<file path="config.mk">
export PLATFORM = sky130hd
export DESIGN_NAME = lru_page_frame_replacement
export DESIGN_NICKNAME = d
export VERILOG_FILES = /design/src/rtl/core/lrupf_pkg.sv /design/src/rtl/core/lru_page_frame_replacement.sv /design/src/rtl/core/lrupf_ctrl.sv /design/src/rtl/core/lrupf_victim.sv /design/src/rtl/core/lrupf_datapath.sv
export SDC_FILE = /design/constraint.sdc
export NUM_CORES = 1
export LEC_CHECK = 0
export BUFFER_PORTS_ARGS = -buffer_cell sky130_fd_sc_hd__buf_2
export CAP_MARGIN = 20
export CORE_MARGIN = 10
export CORE_UTILIZATION = 60
export CTS_BUF_LIST = sky130_fd_sc_hd__clkbuf_8 sky130_fd_sc_hd__clkbuf_16
export DETAILED_ROUTE_END_ITERATION = 10
export HOLD_SLACK_MARGIN = 0.1
export PLACE_DENSITY = 0.8
export SYNTH_ARGS = -nofsm -noshare
export SYNTH_HDL_FRONTEND = slang
export SYNTH_HIERARCHICAL = 1
export SYNTH_SLANG_ARGS = --single-unit
</file>
<file path="constraint.sdc">
create_clock -name clk_i -period 16.4 [get_ports clk_i]
set_input_delay 3.28 -clock clk_i [delete_from_list [all_inputs] [get_ports clk_i]]
set_output_delay 3.28 -clock clk_i [all_outputs]
set_load 0.02 [all_outputs]
</file>
<file path="src/rtl/core/lrupf_pkg.sv">
package lrupf_pkg;

  // Fixed field widths of the item channels and the config register.
  localparam int unsigned PAGE_FIELD_W  = 16;
  localparam int unsigned FRAME_FIELD_W = 4;
  localparam int unsigned FAULT_W       = 16;
  localparam int unsigned CFG_W         = 5;

  localparam logic [CFG_W-1:0]   FRAMES_IN_USE_RESET = 5'd16;
  localparam logic [FAULT_W-1:0] FAULT_MAX           = 16'hFFFF;

  // Command codes
  localparam logic CMD_REFERENCE = 1'b0;
  localparam logic CMD_CLEAR     = 1'b1;

  typedef struct packed {
    logic                    command;
    logic [PAGE_FIELD_W-1:0] page_number;
  } in_item_t;

  typedef struct packed {
    logic                     hit;
    logic [FRAME_FIELD_W-1:0] frame_index;
    logic                     evicted_valid;
    logic [PAGE_FIELD_W-1:0]  evicted_page;
    logic [FAULT_W-1:0]       fault_total;
  } out_item_t;

  // Controller to datapath commands
  typedef struct packed {
    logic load;    // capture the input item
    logic search;  // register lookup and victim choice
    logic commit;  // update frames and load the result register
  } dp_cmd_t;

endpackage

</file>
<file path="src/rtl/core/lru_page_frame_replacement.sv">
// LRU page frame store.
// Input channel (in_valid_i / in_stall_o, in_item_i): one item per page
// reference or clear command. Output channel (out_valid_o / out_stall_i,
// out_item_o): exactly one result item per input item, in order.
// Config channel (cfg_valid_i / cfg_ready_o, cfg_data_i): frames_in_use,
// always ready; write it only while the block is idle. 0 acts as 1,
// values above FRAMES act as FRAMES.
// An accepted item passes a search state and then an update state. The
// search state runs the parallel tag compare over all frames and the
// oldest-rank tree; the update state ages ranks, writes the frame and loads
// the result register, and a new item can be accepted as it does so.
// A new item is taken while a finished result still waits; its update
// holds until the result register is free, so a stalled receiver backs
// up into in_stall_o after one more item.
// Reset: all frames empty, ranks and fault count zero, frames_in_use 16.
// No clearing pass; page tags are only read behind their valid bits.
module lru_page_frame_replacement #(
  parameter int unsigned FRAMES    = 16,
  parameter int unsigned PAGE_BITS = 16
) (
  input  logic                        clk_i,
  input  logic                        rst_ni,
  // input items
  input  logic                        in_valid_i,
  output logic                        in_stall_o,
  input  lrupf_pkg::in_item_t         in_item_i,
  // result items
  output logic                        out_valid_o,
  input  logic                        out_stall_i,
  output lrupf_pkg::out_item_t        out_item_o,
  // config write
  input  logic                        cfg_valid_i,
  output logic                        cfg_ready_o,
  input  logic [lrupf_pkg::CFG_W-1:0] cfg_data_i
);
  import lrupf_pkg::*;

  dp_cmd_t cmd;

  // Config register is a plain flop, never busy.
  assign cfg_ready_o = 1'b1;

  lrupf_ctrl u_ctrl (
    .clk_i       (clk_i),
    .rst_ni      (rst_ni),
    .in_valid_i  (in_valid_i),
    .in_stall_o  (in_stall_o),
    .out_valid_o (out_valid_o),
    .out_stall_i (out_stall_i),
    .cmd_o       (cmd)
  );

  lrupf_datapath #(
    .FRAMES    (FRAMES),
    .PAGE_BITS (PAGE_BITS)
  ) u_dp (
    .clk_i      (clk_i),
    .rst_ni     (rst_ni),
    .cmd_i      (cmd),
    .in_item_i  (in_item_i),
    .cfg_we_i   (cfg_valid_i && cfg_ready_o),
    .cfg_data_i (cfg_data_i),
    .out_item_o (out_item_o)
  );

endmodule

</file>
<file path="src/rtl/core/lrupf_ctrl.sv">
module lrupf_ctrl (
  input  logic             clk_i,
  input  logic             rst_ni,
  input  logic             in_valid_i,
  output logic             in_stall_o,
  output logic             out_valid_o,
  input  logic             out_stall_i,
  output lrupf_pkg::dp_cmd_t cmd_o
);
  import lrupf_pkg::*;

  typedef enum logic [1:0] {
    ST_IDLE,
    ST_SEARCH,
    ST_UPDATE
  } state_e;

  state_e state_q, state_d;
  logic   out_valid_q, out_valid_d;
  logic   can_commit, commit, accept;

  // Result register is free when empty or being taken this cycle.
  assign can_commit = !out_valid_q || !out_stall_i;
  assign commit     = (state_q == ST_UPDATE) && can_commit;
  assign in_stall_o = !((state_q == ST_IDLE) || commit);
  assign accept     = in_valid_i && !in_stall_o;

  always_comb begin
    state_d = state_q;
    case (state_q)
      ST_IDLE: begin
        if (accept) state_d = ST_SEARCH;
      end
      ST_SEARCH: begin
        state_d = ST_UPDATE;
      end
      ST_UPDATE: begin
        if (commit) state_d = accept ? ST_SEARCH : ST_IDLE;
      end
      default: begin
        state_d = ST_IDLE;
      end
    endcase
  end

  always_comb begin
    out_valid_d = out_valid_q;
    if (commit) out_valid_d = 1'b1;
    else if (!out_stall_i) out_valid_d = 1'b0;
  end

  always_ff @(posedge clk_i or negedge rst_ni) begin
    if (!rst_ni) begin
      state_q     <= ST_IDLE;
      out_valid_q <= 1'b0;
    end else begin
      state_q     <= state_d;
      out_valid_q <= out_valid_d;
    end
  end

  assign out_valid_o  = out_valid_q;
  assign cmd_o.load   = accept;
  assign cmd_o.search = (state_q == ST_SEARCH);
  assign cmd_o.commit = commit;

endmodule

</file>
<file path="src/rtl/core/lrupf_victim.sv">
module lrupf_victim #(
  parameter int unsigned FRAMES = 16,
  parameter int unsigned IDX_W  = $clog2(FRAMES),
  parameter int unsigned RANK_W = $clog2(FRAMES)
) (
  input  logic [FRAMES-1:0] cand_i,
  input  logic [RANK_W-1:0] rank_i [FRAMES],
  output logic [IDX_W-1:0]  idx_o
);
  // Max-rank tree, ties go to the lower index (left branch).
  localparam int unsigned LEAVES = 1 << IDX_W;
  localparam int unsigned NODES  = 2 * LEAVES - 1;

  logic              node_ok   [NODES];
  logic [RANK_W-1:0] node_rank [NODES];
  logic [IDX_W-1:0]  node_idx  [NODES];

  for (genvar i = 0; i < LEAVES; i++) begin : g_leaf
    if (i < FRAMES) begin : g_real
      assign node_ok[LEAVES-1+i]   = cand_i[i];
      assign node_rank[LEAVES-1+i] = rank_i[i];
    end else begin : g_pad
      assign node_ok[LEAVES-1+i]   = 1'b0;
      assign node_rank[LEAVES-1+i] = '0;
    end
    assign node_idx[LEAVES-1+i] = IDX_W'(i);
  end

  for (genvar k = 0; k < LEAVES - 1; k++) begin : g_node
    logic take_left;
    assign take_left = node_ok[2*k+1] &&
                       (!node_ok[2*k+2] || (node_rank[2*k+1] >= node_rank[2*k+2]));
    assign node_ok[k]   = node_ok[2*k+1] || node_ok[2*k+2];
    assign node_rank[k] = take_left ? node_rank[2*k+1] : node_rank[2*k+2];
    assign node_idx[k]  = take_left ? node_idx[2*k+1]  : node_idx[2*k+2];
  end

  // No candidate: frame zero.
  assign idx_o = node_ok[0] ? node_idx[0] : '0;

endmodule

</file>
<file path="src/rtl/core/lrupf_datapath.sv">
module lrupf_datapath #(
  parameter int unsigned FRAMES    = 16,
  parameter int unsigned PAGE_BITS = 16
) (
  input  logic                        clk_i,
  input  logic                        rst_ni,
  input  lrupf_pkg::dp_cmd_t          cmd_i,
  input  lrupf_pkg::in_item_t         in_item_i,
  input  logic                        cfg_we_i,
  input  logic [lrupf_pkg::CFG_W-1:0] cfg_data_i,
  output lrupf_pkg::out_item_t        out_item_o
);
  import lrupf_pkg::*;

  localparam int unsigned IDX_W  = $clog2(FRAMES);
  localparam int unsigned RANK_W = $clog2(FRAMES);
  localparam int unsigned NW     = $clog2(FRAMES + 1);
  localparam logic [RANK_W-1:0] RANK_MAX = RANK_W'(FRAMES - 1);

  // Frame store
  logic [PAGE_BITS-1:0] page_q  [FRAMES];
  logic [FRAMES-1:0]    valid_q;
  logic [RANK_W-1:0]    rank_q  [FRAMES];
  logic [FAULT_W-1:0]   fault_q;
  logic [CFG_W-1:0]     frames_in_use_q;

  // Item and search results
  logic                 item_clear_q;
  logic [PAGE_BITS-1:0] item_page_q;
  logic                 hit_q;
  logic                 evict_q;
  logic [IDX_W-1:0]     slot_q;
  out_item_t            out_q;

  // Active frame count, clamped to 1..FRAMES
  logic [31:0]       cfg_wide;
  logic [NW-1:0]     n_act;
  logic [FRAMES-1:0] active;

  assign cfg_wide = 32'(frames_in_use_q);
  always_comb begin
    if (cfg_wide == 32'd0) n_act = NW'(1);
    else if (cfg_wide > 32'(FRAMES)) n_act = NW'(FRAMES);
    else n_act = NW'(cfg_wide);
  end

  for (genvar i = 0; i < FRAMES; i++) begin : g_active
    assign active[i] = (NW'(i) < n_act);
  end

  // Lookup
  logic [47:0]          page_ext;
  logic [PAGE_BITS-1:0] ref_page;
  logic [FRAMES-1:0]    match, free;
  logic                 hit_any, free_any;
  logic [IDX_W-1:0]     hit_idx, free_idx, vic_idx;

  assign page_ext = 48'(in_item_i.page_number);
  assign ref_page = page_ext[PAGE_BITS-1:0];

  for (genvar i = 0; i < FRAMES; i++) begin : g_cmp
    assign match[i] = active[i] && valid_q[i] && (page_q[i] == item_page_q);
    assign free[i]  = active[i] && !valid_q[i];
  end

  // Lowest index wins.
  always_comb begin
    hit_any  = 1'b0;
    free_any = 1'b0;
    hit_idx  = '0;
    free_idx = '0;
    for (int i = FRAMES - 1; i >= 0; i--) begin
      if (match[i]) begin
        hit_any = 1'b1;
        hit_idx = IDX_W'(i);
      end
      if (free[i]) begin
        free_any = 1'b1;
        free_idx = IDX_W'(i);
      end
    end
  end

  lrupf_victim #(
    .FRAMES (FRAMES),
    .IDX_W  (IDX_W),
    .RANK_W (RANK_W)
  ) u_victim (
    .cand_i (active),
    .rank_i (rank_q),
    .idx_o  (vic_idx)
  );

  // Update
  logic [RANK_W-1:0]  slot_rank;
  logic [FRAMES-1:0]  age;
  logic [FAULT_W-1:0] fault_next;
  logic [47:0]        ev_ext;
  logic [31:0]        slot_ext;

  assign slot_rank = rank_q[slot_q];
  assign ev_ext    = 48'(page_q[slot_q]);
  assign slot_ext  = 32'(slot_q);

  for (genvar i = 0; i < FRAMES; i++) begin : g_age
    assign age[i] = active[i] && valid_q[i] && (IDX_W'(i) != slot_q) &&
                    (hit_q ? (rank_q[i] < slot_rank) : (rank_q[i] != RANK_MAX));
  end

  always_comb begin
    fault_next = fault_q;
    if (!hit_q && (fault_q != FAULT_MAX)) fault_next = fault_q + FAULT_W'(1);
  end

  always_ff @(posedge clk_i or negedge rst_ni) begin
    if (!rst_ni) begin
      valid_q         <= '0;
      fault_q         <= '0;
      frames_in_use_q <= FRAMES_IN_USE_RESET;
      for (int i = 0; i < FRAMES; i++) rank_q[i] <= '0;
    end else begin
      if (cfg_we_i) frames_in_use_q <= cfg_data_i;
      if (cmd_i.commit) begin
        if (item_clear_q) begin
          valid_q <= '0;
          fault_q <= '0;
          for (int i = 0; i < FRAMES; i++) rank_q[i] <= '0;
        end else begin
          fault_q         <= fault_next;
          valid_q[slot_q] <= 1'b1;
          for (int i = 0; i < FRAMES; i++) begin
            if (age[i]) rank_q[i] <= rank_q[i] + RANK_W'(1);
          end
          rank_q[slot_q] <= '0;
        end
      end
    end
  end

  // Payload registers
  always_ff @(posedge clk_i) begin
    if (cmd_i.load) begin
      item_clear_q <= (in_item_i.command == CMD_CLEAR);
      item_page_q  <= ref_page;
    end
    if (cmd_i.search) begin
      hit_q   <= hit_any;
      evict_q <= !hit_any && !free_any;
      slot_q  <= hit_any ? hit_idx : (free_any ? free_idx : vic_idx);
    end
    if (cmd_i.commit) begin
      if (item_clear_q) begin
        out_q <= '0;
      end else begin
        out_q.hit           <= hit_q;
        out_q.frame_index   <= slot_ext[FRAME_FIELD_W-1:0];
        out_q.evicted_valid <= evict_q;
        out_q.evicted_page  <= evict_q ? ev_ext[PAGE_FIELD_W-1:0] : '0;
        out_q.fault_total   <= fault_next;
        if (!hit_q) page_q[slot_q] <= item_page_q;
      end
    end
  end

  assign out_item_o = out_q;

endmodule

</file>
* Word level (Yosys, flattened, before mapping)
Memory sizes are Yosys's and may differ from the RTL's. A register that Yosys moved wholly into a read port is not among the register bits. Index checks and enable logic that the tools add are counted.
Storage, ports and cells: logic and storage cells 516, input bits 27, memories 1, RAM bits 256, register bits after elaboration 149
Memory list:
- u_dp.page_q | words 16, width 16, read ports 17, clocked after memory_dff 1, wr ports 1, line lrupf_datapath.sv:21 | logic [PAGE_BITS-1:0] page_q [FRAMES];
Operators by class: $add $sub $neg 17, bitwise operators 5, muxes and demuxes 183, reductions and logical operators 175, $lt $le $gt $ge 52, equality and inequality tests 53
Operator list (count):
- $mux W4 | 107
- $eq A16 B16 Y1 | 16
- $logic_and A1 B1 Y1 | 101
- $add A4 B1 Y4 const B | 16
- $and A64 B64 Y64 | 1
- $lt A4 B4 Y1 | 16
- $mux W1 | 64
- $mux W64 | 1
- $ne A4 B4 Y1 const B | 16
- $not A64 Y64 | 1
- $ge A4 B4 Y1 | 15
- $mux W16 | 3
- $lt A4 B5 Y1 const A | 8
- $logic_not A1 Y1 | 37
- $logic_not A32 Y1 | 1
- $logic_or A1 B1 Y1 | 32
- $ne A4 B4 Y1 const A | 8
- $lt A3 B5 Y1 const A | 4
- $add A16 B1 Y16 const B | 1
- $bmux W4 S4 | 1
- $demux W4 S4 | 1
- $ne A16 B16 Y1 const B | 1
- $ne A3 B4 Y1 const A | 4
- $or A16 B16 Y16 | 1
- 22 further kinds | 29

* Logic depth before layout (Yosys ltp)
depth after elaboration 24, gate-level depth with buffers 39, mapped depth without buffers 38

* Modules after synthesis
Netlist, hierarchy kept.
Modules (own cells, without submodules):
- lrupf_datapath | times used 1, cells each 1762, area an instance 22547.9 µm²
- lrupf_victim | times used 1, cells each 341, area an instance 2606.2 µm²
- lrupf_ctrl | times used 1, cells each 16, area an instance 162.7 µm²
- lru_page_frame_replacement | times used 1, cells each 2, area an instance 11.3 µm²

* Least setup slack after synthesis
No wires, ideal clock.
path kind register -> register, start point register u_dp.frames_in_use_q[4], end point register u_dp.slot_q[2], data pin, clock period less this slack 6.951 ns, stages on the path, launching flop included 37, path buffers 4, library setup time 0.260 ns, setup slack 9.449 ns, arrival 6.692 ns, cell sequence dfstp_2 clkbuf_1 buf_2 clkbuf_1 and2b_1 o21ai_0 and2_1 mux2i_1 inv_1 ha_1 nand2b_1 maj3_2 maj3_2 o21a_4 mux2i_1 ha_1 nand2b_1 a21o_1 a21o_1 a211oi_1 or2_2 buf_2 mux2_2 ha_1 nand2b_1 a21oi_1 nor2b_1 o21ai_0 a32oi_1 nand2_1 o31ai_1 nor4_1 o21ai_0 nand2_1 nand2_1 a21boi_0 nor3_1
Between the ends: cells in the longest elaborated chain, start to end 23
Ends and longest elaborated chain:
- from (decl) | line lrupf_datapath.sv:25 | logic [CFG_W-1:0] frames_in_use_q;
- from (signal assigned) | line lrupf_datapath.sv:122 | if (cfg_we_i) frames_in_use_q <= cfg_data_i;
- $gt A5 B5 Y1 | line lrupf_datapath.sv:43 | else if (cfg_wide > 32'(FRAMES)) n_act = NW'(FRAMES);
- $mux W5 | line lrupf_datapath.sv:43
- $mux W5 * | line lrupf_datapath.sv:42 | if (cfg_wide == 32'd0) n_act = NW'(1);
- $lt A4 B5 Y1 * | line lrupf_datapath.sv:48 | assign active[i] = (NW'(i) < n_act);
- via u_dp.active[15] | line lrupf_datapath.sv:38 | logic [FRAMES-1:0] active;
- $logic_not A1 Y1 | line lrupf_victim.sv:32 | (!node_ok[2*k+2] || (node_rank[2*k+1] >= node_rank[2*k+2]));
- $logic_or A1 B1 Y1 | line lrupf_victim.sv:32
- $logic_and A1 B1 Y1 | line lrupf_victim.sv:31 | assign take_left = node_ok[2*k+1] &&
- (+8 left out)
- $mux W4 | line lrupf_victim.sv:34 | assign node_rank[k] = take_left ? node_rank[2*k+1] : node_rank[2*k+2];
- $ge A4 B4 Y1 | line lrupf_victim.sv:32
- $logic_or A1 B1 Y1 | line lrupf_victim.sv:32
- $logic_and A1 B1 Y1 | line lrupf_victim.sv:31
- $mux W4 | line lrupf_victim.sv:35 | assign node_idx[k] = take_left ? node_idx[2*k+1] : node_idx[2*k+2];
- $mux W4 * | line lrupf_victim.sv:39 | assign idx_o = node_ok[0] ? node_idx[0] : '0;
- via u_dp.vic_idx[2] | line lrupf_datapath.sv:56 | logic [IDX_W-1:0] hit_idx, free_idx, vic_idx;
- $mux W4 * (2 in series) | line lrupf_datapath.sv:149 | slot_q <= hit_any ? hit_idx : (free_any ? free_idx : vic_idx);
- to (signal assigned) | line lrupf_datapath.sv:149
- to (decl) | line lrupf_datapath.sv:32 | logic [IDX_W-1:0] slot_q;
Mark *: on every way through the listed nets, which the timed path passes. The rest lies on a longest branch. A chain may end at the register's enable or synchronous reset.

* Final worst setup path
start point register u_dp/rank_q[20] (netlist name), end point register u_dp.slot_q[2], data pin
Between the ends: cells in the longest elaborated chain, start to end 19
Ends and longest elaborated chain:
- from (decl) | line lrupf_datapath.sv:23 | logic [RANK_W-1:0] rank_q [FRAMES];
- from (signal, indexed assignment) | line lrupf_datapath.sv:132 | if (age[i]) rank_q[i] <= rank_q[i] + RANK_W'(1);
- $ge A4 B4 Y1 | line lrupf_victim.sv:32
- $logic_or A1 B1 Y1 | line lrupf_victim.sv:32
- $logic_and A1 B1 Y1 | line lrupf_victim.sv:31
- $mux W4 * | line lrupf_victim.sv:34
- $ge A4 B4 Y1 | line lrupf_victim.sv:32
- $logic_or A1 B1 Y1 | line lrupf_victim.sv:32
- $logic_and A1 B1 Y1 | line lrupf_victim.sv:31
- $mux W4 * | line lrupf_victim.sv:34
- (+3 left out)
- $mux W4 | line lrupf_victim.sv:34
- $ge A4 B4 Y1 | line lrupf_victim.sv:32
- $logic_or A1 B1 Y1 | line lrupf_victim.sv:32
- $logic_and A1 B1 Y1 | line lrupf_victim.sv:31
- $mux W4 * | line lrupf_victim.sv:35
- $mux W4 * | line lrupf_victim.sv:39
- via u_dp.vic_idx[2] | line lrupf_datapath.sv:56
- $mux W4 * (2 in series) | line lrupf_datapath.sv:149
Marks and branches as above.

==> reports/results.txt <==
Slew @ Worst Pin: 1.02 ns
die footprint: 50800 um^2
Synth Area in Adders: 6.16%
layout cells sized above 1: 15.5%
Max transition margin: 31.9%
PwrDens: 102 nW/um^2
PnR worst setup slack: 8.54 ns
Tcrit/Tclk final: 47.9%
initial antenna violation count: 0
Buf/Inv on CP: 3
first-pass GRT wire length: 109 mm
max_cap viols: 0
CTS Buf Count: 46
via count: 18.7k
FP Rows: 75
DRT Pass-1 Iters: 6
post-synth cell types: 96
worst hold slack: 0.516 ns
Remaining DRCs: 0
type of origin of the critical path: register
outcome: complete, no violations
Syn-to-layout area delta: 9.89%
mux cell area share after synthesis: 11.7%
Placer Congestion: 0.976
Die Y: 225 um
number of global-route vias before repair: 18.2k
Hold Path Class: register to register
post-synth top area share: 37.6%
Data arrival, critical path: 8.21 ns
Synth Area per Inst: 11.9 um^2
Post-synth EDFFs: 317
CP Capture Type: register
global route overflow: 0
Final Hold Vio Count: 0
Buffers on Ports: 66
DR vias/cell: 6.80
mapped cell area: 25300 um^2
CTS tree: built
Final Slew Violations: 0
Clock Sinks: 421
Total Power: 2830 uW
Top-Level Pins: 68
setup TNS: 0 ns
cells after synthesis: 2121
initial core utilization: 60.5%
crit-path max cell delay: 0.55 ns
Synth Area in Compound Gates: 10.0%
post-synthesis simple-gate area fraction: 11.6%
RR Startpoint: u_dp/rank_q[20]$_DFFE_PN0P_
VDD IR max: 0.0743 mV
post_cts resized: 0
FF+latch count, synth: 421
Post-synth top cells: edfxtp_1 (317), xor2_1 (202), nor2_1 (136)
die width: 225 um
dpl ws: 8.79 ns
WL final: 70.7 mm
skew final: 0.0306 ns
pin count of the biggest net entering global routing: 74
Core ar.: 41900 um^2
Synth area leaders: edfxtp_1 (38%), dfrtp_1 (10%), mux4_2 (8.8%)
clock-pin slew on the worst setup and hold paths: 0.06 ns
Multi-input gate area: 12500 um^2
top_reg_cell synth: edfxtp_1
RSZ-0062 raised after global routing: false
Global Route Usage Sum: 27.9%
xor/xnor share of the synthesized area: 9.37%
area taken by flip-flops and latches: 12100 um^2
Finish-stage setup viols: 0
nets@finish: 2330
clk_lat worst skew: 0.60 ns
Final ANT Viol Nets: 0
ant diodes: 0
Post-DP HPWL: 48.3 mm
fill count: 2952
ys async rst share: 24.7%
clk root buf: clkbuf_16
DRT iter0 DRCs: 2536
Period minus WS final: 7.86 ns
cell taking the most area after synthesis: edfxtp_1
hold wc startpoint: u_ctrl/state_q[0]$_DFFE_PN0P_
LEAKAGE: 0.0106 uW
Crit path max-delay family: compound AO/OA/AOI/OAI gates
post-CTS setup buffers: 0
critical path's slowest cell: a31oi_1
worst endpoint required time: 16.76 ns
CP startpoint: u_dp/rank_q[20]$_DFFE_PN0P_
Crit Path Max Fanout: 8
Setup Crit Path Kind: register to register
most common cell in the netlist: edfxtp_1
largest family of logic cells by synthesized area: multiplexers
clk buf depth: 3
sequential-to-total area share from yosys stat: 47.9%
Max Freq: 0.127 GHz
wire per inst: 25.7 um
hold_buf cts: 0
yosys synthesis warning count: 6
Final Util: 66.5%
H-tree depth: 2
==> layout make-up <==
class                           count  share of cell area [%]
Timing Repair Buffer              113                    2.46
Clock buffer                       54                    4.61
Clock inverter                     30                   0.984
Multi-Input combinational cell   1508                    44.7
Tap cell                          539                    2.42
Inverter                           91                    1.23
Sequential cell                   421                    43.6
==> cell families after synthesis <==
| group | after synthesis |
|---|---|
| compound gates | 366 |
| xor+xnor | 271 |
| fa+ha+maj | 125 |
| buf+inv | 198 |
| flops | 421 |
| mux | 169 |
| other cells | 2 |
| simple gates | 569 |
==> layer usage <==
metal,global-route usage [%],part of all wire (%)
met5,0,0
met4,13.1,4.6
met3,5.23,11
met2,42.4,45
met1,38.2,39
==> per-stage QoR <==
stage,cells,area [um^2]
floorplan,2127,25400
global placement,2672,26300
detailed placement,2672,26300
CTS,2756,27800
global route,2756,27800
finish,2756,27800
==> cells in the final DEF (no fill, tap or decap), types with 69 or more instances in the layout <==
| cell type | instances |
|---|---|
| mux4_2 | 99 |
| nand2_1 | 98 |
| o21ai_0 | 85 |
| edfxtp_1 | 317 |
| ha_1 | 122 |
| inv_1 | 106 |
| a21oi_1 | 83 |
| xnor2_1 | 69 |
| nor2_1 | 136 |
| xor2_1 | 202 |
| dfrtp_1 | 103 |
==> registers in the layout, summed over array words and instances (netlist names) <==
register              count
u_dp/hit_q                1
u_ctrl/state_q            2
u_dp/frames_in_use_q      5
u_dp/page_q             256
u_dp/item_page_q         16
u_dp/rank_q              64
u_dp/evict_q              1
u_ctrl/out_valid_o        1
u_dp/valid_q             16
u_dp/item_clear_q         1
u_dp/slot_q               4
u_dp/fault_q             16
u_dp/out_item_o          38
==> power by group <==
| group | total, uW | leakage, uW | switching (uW) | internal, uW |
|---|---|---|---|---|
| Sequential | 1250 | 0.00428 | 54.7 | 1190 |
| Clock | 1070 | 0.000822 | 433 | 635 |
| Combinational | 519 | 0.00545 | 318 | 200 |
==> final timing paths <==
check | cells after the start | slack [ns] | to
min in group asynchronous | 1 | 2.62 | u_dp/rank_q[53]$_DFFE_PN0P_
max in group asynchronous | 2 | 12.39 | u_dp/rank_q[8]$_DFFE_PN0P_
hold / removal | 1 | 0.52 | u_ctrl/state_q[0]$_DFFE_PN0P_
setup reg to reg | 38 | 8.54 | u_dp/slot_q[2]$_DFFE_PP_
setup / recovery | 38 | 8.54 | u_dp/slot_q[2]$_DFFE_PP_
hold reg to reg | 1 | 0.52 | u_ctrl/state_q[0]$_DFFE_PN0P_
No activity file was read; power rests on OpenSTA's default activity.
